===== src/hw/rtl/ifht_pkg.sv =====
// ifht_pkg: shared constants, status codes and cell command types for the
// IPv4 fragment hole tracker. Used by the context cell, the top level and the checker.
package ifht_pkg;

    localparam int CONTEXTS_DEF = 8;
    localparam int HOLES_DEF    = 8;
    localparam logic [15:0] MAX_PACKET = 16'hFFFF;

    localparam logic [7:0] EXPIRE_AGE_RST = 8'd15;
    localparam logic [7:0] SWEEP_INT_RST  = 8'd10;

    localparam int CFG_IDX_W = 8;
    localparam logic [CFG_IDX_W-1:0] REG_EXPIRE_AGE     = 8'd0;
    localparam logic [CFG_IDX_W-1:0] REG_SWEEP_INTERVAL = 8'd1;

    localparam int MF_BIT     = 13;
    localparam int UNIT_SHIFT = 3;

    localparam int IN_W = 144;

    typedef enum logic [2:0] {
        ST_STORED   = 3'd0,
        ST_IGNORED  = 3'd1,
        ST_COMPLETE = 3'd2,
        ST_RANGE    = 3'd3,
        ST_OVERLAP  = 3'd4,
        ST_FULL     = 3'd5
    } t_status;

    typedef enum logic [2:0] {
        OP_NONE,
        OP_INIT,
        OP_SET,
        OP_DEL,
        OP_SPLIT,
        OP_DROP
    } t_cell_op;

    typedef struct packed {
        t_cell_op    op;
        logic        sweep;
        logic [7:0]  age;
        logic [31:0] now;
        logic [31:0] src;
        logic [31:0] dst;
        logic [15:0] ident;
        logic [15:0] hs;
        logic [15:0] he;
        logic [15:0] ns;
        logic [15:0] ne;
        logic        max_we;
        logic [15:0] max_val;
    } t_cell_cmd;

    // priority chain running along the row of cells
    typedef struct packed {
        logic hit_seen;
        logic free_seen;
    } t_chain;

    typedef struct packed {
        logic        valid;
        logic        take_hit;
        logic        take_free;
        logic [15:0] e_start;
        logic [15:0] e_end;
        logic [15:0] max_end;
    } t_cell_stat;

endpackage


===== src/hw/rtl/ifht_ctx_cell.sv =====
// ifht_ctx_cell: one reassembly context with its ordered hole list.
// Depends on ifht_pkg; instantiated in a row by ip_fragment_hole_tracker.
module ifht_ctx_cell import ifht_pkg::*; #(
    parameter int HOLES = HOLES_DEF,
    localparam int RW = $clog2(HOLES),
    localparam int CW = $clog2(HOLES + 1)
) (
    input  logic           i_clk,
    input  logic           i_rst_n,
    input  logic           i_sel,
    input  t_cell_cmd      i_cmd,
    input  logic [RW-1:0]  i_rank,
    input  t_chain         i_chain,
    output t_chain         o_chain,
    output t_cell_stat     o_stat,
    output logic [CW-1:0]  o_count
);

    logic          r_valid;
    logic [CW-1:0] r_count;
    logic [31:0]   r_src;
    logic [31:0]   r_dst;
    logic [15:0]   r_ident;
    logic [31:0]   r_created;
    logic [15:0]   r_max_end;
    // holes kept packed in list order: entry k is rank k
    logic [15:0]   r_hs [HOLES];
    logic [15:0]   r_he [HOLES];

    logic          hit;
    logic          expired;

    assign hit = r_valid && r_src == i_cmd.src && r_dst == i_cmd.dst
                 && r_ident == i_cmd.ident;
    assign expired = r_valid && ((i_cmd.now - r_created) > {24'd0, i_cmd.age});

    assign o_chain.hit_seen  = i_chain.hit_seen | hit;
    assign o_chain.free_seen = i_chain.free_seen | ~r_valid;

    assign o_stat.valid     = r_valid;
    assign o_stat.take_hit  = hit & ~i_chain.hit_seen;
    assign o_stat.take_free = ~r_valid & ~i_chain.free_seen;
    assign o_stat.e_start   = r_hs[i_rank];
    assign o_stat.e_end     = r_he[i_rank];
    assign o_stat.max_end   = r_max_end;
    assign o_count          = r_count;

    always_ff @(posedge i_clk) begin
        if (!i_rst_n) begin
            r_valid <= 1'b0;
            r_count <= '0;
        end else begin
            if (i_cmd.sweep && expired) begin
                r_valid <= 1'b0;
                r_count <= '0;
            end
            if (i_sel) begin
                case (i_cmd.op)
                    OP_INIT: begin
                        r_valid   <= 1'b1;
                        r_count   <= CW'(1);
                        r_src     <= i_cmd.src;
                        r_dst     <= i_cmd.dst;
                        r_ident   <= i_cmd.ident;
                        r_created <= i_cmd.now;
                        r_max_end <= '0;
                        r_hs[0]   <= '0;
                        r_he[0]   <= MAX_PACKET;
                    end
                    OP_SET: begin
                        r_hs[i_rank] <= i_cmd.hs;
                        r_he[i_rank] <= i_cmd.he;
                    end
                    OP_DEL: begin
                        for (int k = 0; k < HOLES - 1; k++) begin
                            if (k >= int'(i_rank)) begin
                                r_hs[k] <= r_hs[k+1];
                                r_he[k] <= r_he[k+1];
                            end
                        end
                        r_count <= r_count - CW'(1);
                    end
                    OP_SPLIT: begin
                        // new right-hand hole goes to the front, rest move down
                        for (int k = 1; k < HOLES; k++) begin
                            r_hs[k] <= r_hs[k-1];
                            r_he[k] <= (k - 1 == int'(i_rank)) ? i_cmd.he : r_he[k-1];
                        end
                        r_hs[0] <= i_cmd.ns;
                        r_he[0] <= i_cmd.ne;
                        r_count <= r_count + CW'(1);
                    end
                    OP_DROP: begin
                        r_valid <= 1'b0;
                        r_count <= '0;
                    end
                    default: ;
                endcase
                if (i_cmd.max_we)
                    r_max_end <= i_cmd.max_val;
            end
        end
    end

endmodule


===== config.mk =====
export PLATFORM = sky130hd
export DESIGN_NAME = ifht_ctx_cell
export DESIGN_NICKNAME = d
export VERILOG_FILES = /design/src/hw/rtl/ifht_pkg.sv /design/src/hw/rtl/ifht_ctx_cell.sv
export SDC_FILE = /design/constraint.sdc
export NUM_CORES = 1
export LEC_CHECK = 0
export ABC_AREA = 1
export ABC_CLOCK_PERIOD_IN_PS = 7900
export BUFFER_PORTS_ARGS = -buffer_cell sky130_fd_sc_hd__clkbuf_2
export CORE_UTILIZATION = 38
export DETAILED_ROUTE_END_ITERATION = 8
export GPL_TIMING_DRIVEN = 0
export SYNTH_ARGS = -nofsm -noshare
export SYNTH_HDL_FRONTEND = slang
export SYNTH_SLANG_ARGS = --single-unit

===== constraint.sdc =====
create_clock -name i_clk -period 7.9 [get_ports i_clk]
set_clock_uncertainty 0.15 [all_clocks]
set_input_delay 1.58 -clock i_clk [delete_from_list [all_inputs] [get_ports i_clk]]
set_output_delay 1.58 -clock i_clk [all_outputs]
set_load 0.1 [all_outputs]

==> impl_metrics.yaml <==
sta:
  slew_violations: 0
  tightest_slew_ps: 1260
  fin_ws_ps: 1110
  rsz0062_at_grt: "false"
  finalHoldViolCount: 0
  finalCritPeriodShare_pct: 85.9
  finalSetupViolCount: 0
  fmax_mhz: 147
  period_minus_slack_ps: 6790
  relSlewSlack_pct: 15.6
synth:
  yosys-top-cells-count: "nand2_1, edfxtp_1, inv_1, o21ai_0, nor2_1"
  netlist_instances: 2646
  yosysMostFrequentCell: "nand2_1"
  yosysWarnings: 0
  synthFlopType: "edfxtp_1"
  synth.distinct_cells: 51
  synth_top_cell_by_area: "edfxtp_1"
  synth-seq-cells: 389
  synth_edf_count: 384
  synth_area_leaders: "edfxtp_1, nand2_1, o21ai_0, inv_1, o22ai_1"
  synth.net_count: 2902
  syn_area_um2: 22600
  synth_area_per_cell_um2: 8.56
  ys_seq_area_share_pct: 51.4
  synth_top_area_share_pct: 50.9
  async_flop_share_pct: 0
clock_network:
  root_buffer: "clkbuf_16"
  cts_buffers: 47
  cts_tree: "done"
  post-cts-setup-buffers: 0
  clk_latency_ps: 610
  clock_sinks: 389
  postCtsResizedCells: 0
  h-tree-depth: 2
  clk_pin_slew_ps: 60
  clockBufferDepth: 3
  cts_hold_buf: 0
power_and_ir_drop:
  power.density_nw_per_um2: 196
  p_leak_nw: 11.2
  peakVddDrop_mv: 0.152
  finalPower_mw: 5.23
detailed_routing:
  drtPass1Iterations: 5
  drt_iter0_drc: 2744
  drc_errors: 0
  vias: 21700
  drt_wl_total_um: 86500
  postRouteAntennaNets: 0
  routedWlPerCell_um: 22.8
  vias_per_cell: 5.72
setup_path:
  path_cells: "clkbuf_2, nor2_1, clkbuf_1, clkbuf_1, a221oi_1, o21ai_0, clkbuf_2"
  worst_ep_required_time_ps: 6170
  arrival_ps: 5060
  slowest_stage: "clkbuf_1"
  cp_max_fo: 10
  startpoint_type: "primary input"
  cp_slowest_stage_delay_ps: 950
  critical_path_class: "in -> out"
  endpoint_kind: "primary output"
placed_design:
  pre_cts_ws_ps: 1420
  dpl_cell_area_um2: 25300
  dp_hpwl_um: 65500
  place.gp.congestion: 0.963
  portBuffers: 268
global_route:
  antenna_found_initial: 4
  grt_pass1_vias: 20600
  use_met3_pct: 5.15
  overflow: 0
  grt_pass1_wl_um: 128000
  top_usage_layer: "met2"
  met1_usage_pct: 37.9
  grtUsageTotal_pct: 28.0
  grtUsageMet2_pct: 44.3
  grt_max_degree: 35
job:
  maxCapViolCount: 0
finish:
  syn2layout_area_growth_pct: 18.1
  fillers: 5794
  final_nets: 3233
  finalInstanceArea_um2: 26700
  layout-drive-gt1-share_pct: 13.6
die:
  rows: 89
  ios: 270
  initial_core_util_pct: 38.4
  die_w_um: 246
  die_h_um: 246
  core-area_um2: 58900
  fp.dieArea_um2: 60600
worst_hold_path:
  hold_path_class: "reg -> reg"
run_status:
  status: "finished clean"
[metal layers]
metal | wire length, um | vias up
li1 | - | 9889
met1 | 35500 | 10200
met3 | 8740 | 222
met4 | 3260 | 0
met5 | 0 | -
met2 | 39000 | 1337
[logic make-up (layout without fill, tap and decap cells)]
| family | after synthesis | after routing | synth area share [%] |
|---|---|---|---|
| AND/OR/NAND/NOR | 978 | 978 | 17.6 |
| buffers and inverters | 495 | 862 | 8.36 |
| adder cells (fa/ha/maj) | 43 | 43 | 2.44 |
| AO/OA/AOI/OAI | 702 | 702 | 18.7 |
| XOR/XNOR | 39 | 39 | 1.51 |
| other | 0 | 3 | 0 |
| flip-flops | 389 | 389 | 51.4 |
[cells in the final DEF (no fill, tap or decap), types with 6 or more instances in the layout]
cell / synthesis / final
nand2_1: 703 / 701
edfxtp_1: 384 / 384
inv_1: 352 / 352
o21ai_0: 274 / 270
clkbuf_2: 0 / 268
nor2_1: 139 / 138
o22ai_1: 131 / 131
clkbuf_1: 88 / 103
a21oi_1: 82 / 82
o211ai_1: 56 / 56
clkbuf_16: 0 / 48
nand3_1: 41 / 41
ha_1: 41 / 41
a31oi_1: 35 / 35
xor2_1: 34 / 34
a22oi_1: 33 / 33
nand4_1: 29 / 29
a221oi_1: 23 / 23
o221ai_1: 20 / 20
buf_2: 19 / 19
buf_1: 17 / 17
nor3_1: 16 / 16
clkinv_1: 4 / 13
inv_2: 12 / 12
nand2_2: 10 / 12
o2111ai_1: 11 / 11
o21ai_1: 11 / 11
nor4_1: 11 / 11
nand3b_1: 9 / 9
clkinv_2: 0 / 8
buf_12: 0 / 8
nor2_4: 5 / 6
nor2_2: 6 / 6
[state kept, by name, summed over array words and instances, names as in the netlist]
name,cells
r_created,32
r_valid,1
r_he,128
o_count,4
r_dst,32
r_hs,128
r_max_end,16
r_src,32
r_ident,16
[critical path: cells and delay by family]
kind | cells | cell delay (ps)
AO/OA/AOI/OAI | 2 | 890
AND/OR/NAND/NOR | 1 | 200
buffers and inverters | 4 | 2380
[power breakdown]
part	internal, mW	switching, mW	leakage (nW)
combinational	0.199	0.564	6.99
clock	1.22	0.916	0.715
sequential	2.32	0.0240	3.50
[per-stage QoR]
| stage | instances | setup TNS [ps] | util (%) | hold slack, ps |
|---|---|---|---|---|
| 6_report | 3789 | 0 | 45.4 | 406 |
| 5_1_grt | 3789 | 0 | 45.4 | 432 |
| 4_1_cts | 3786 | 0 | 45.4 | 398 |
| 3_5_place_dp | 3701 | 0 | 42.9 | 389 |
| 3_3_place_gp | 3687 | -122070 | 42.4 | 386 |
| 2_1_floorplan | 2646 | 0 | - | 370 |
[cell type report]
class	count	area, um2	share of cell area (%)
tap	773	967	3.62
buffer	127	512	1.91
sequential	389	11600	43.5
timing repair buffer	282	1600	5.97
clock inverter	22	210	0.786
antenna	3	7.51	0.0281
multi-input combinational	1762	9180	34.3
clock buffer	63	1260	4.70
inverter	368	1380	5.16
[final timing paths]
| check | slack [ps] | endpoint | from | cells past startpoint |
|---|---|---|---|---|
| setup / recovery | 1110 | o_stat[32] | i_rank[1] | 7 |
| hold / removal | 410 | r_hs[1][11]$_DFFE_PP_ | r_hs[0][11]$_DFFE_PP_ | 2 |
| setup reg to reg | 4000 | o_count[1]$_SDFF_PN0_ | r_created[0]$_DFFE_PP_ | 24 |
| hold reg to reg | 410 | r_hs[1][11]$_DFFE_PP_ | r_hs[0][11]$_DFFE_PP_ | 2 |
Power figures use the tool's default switching activity.
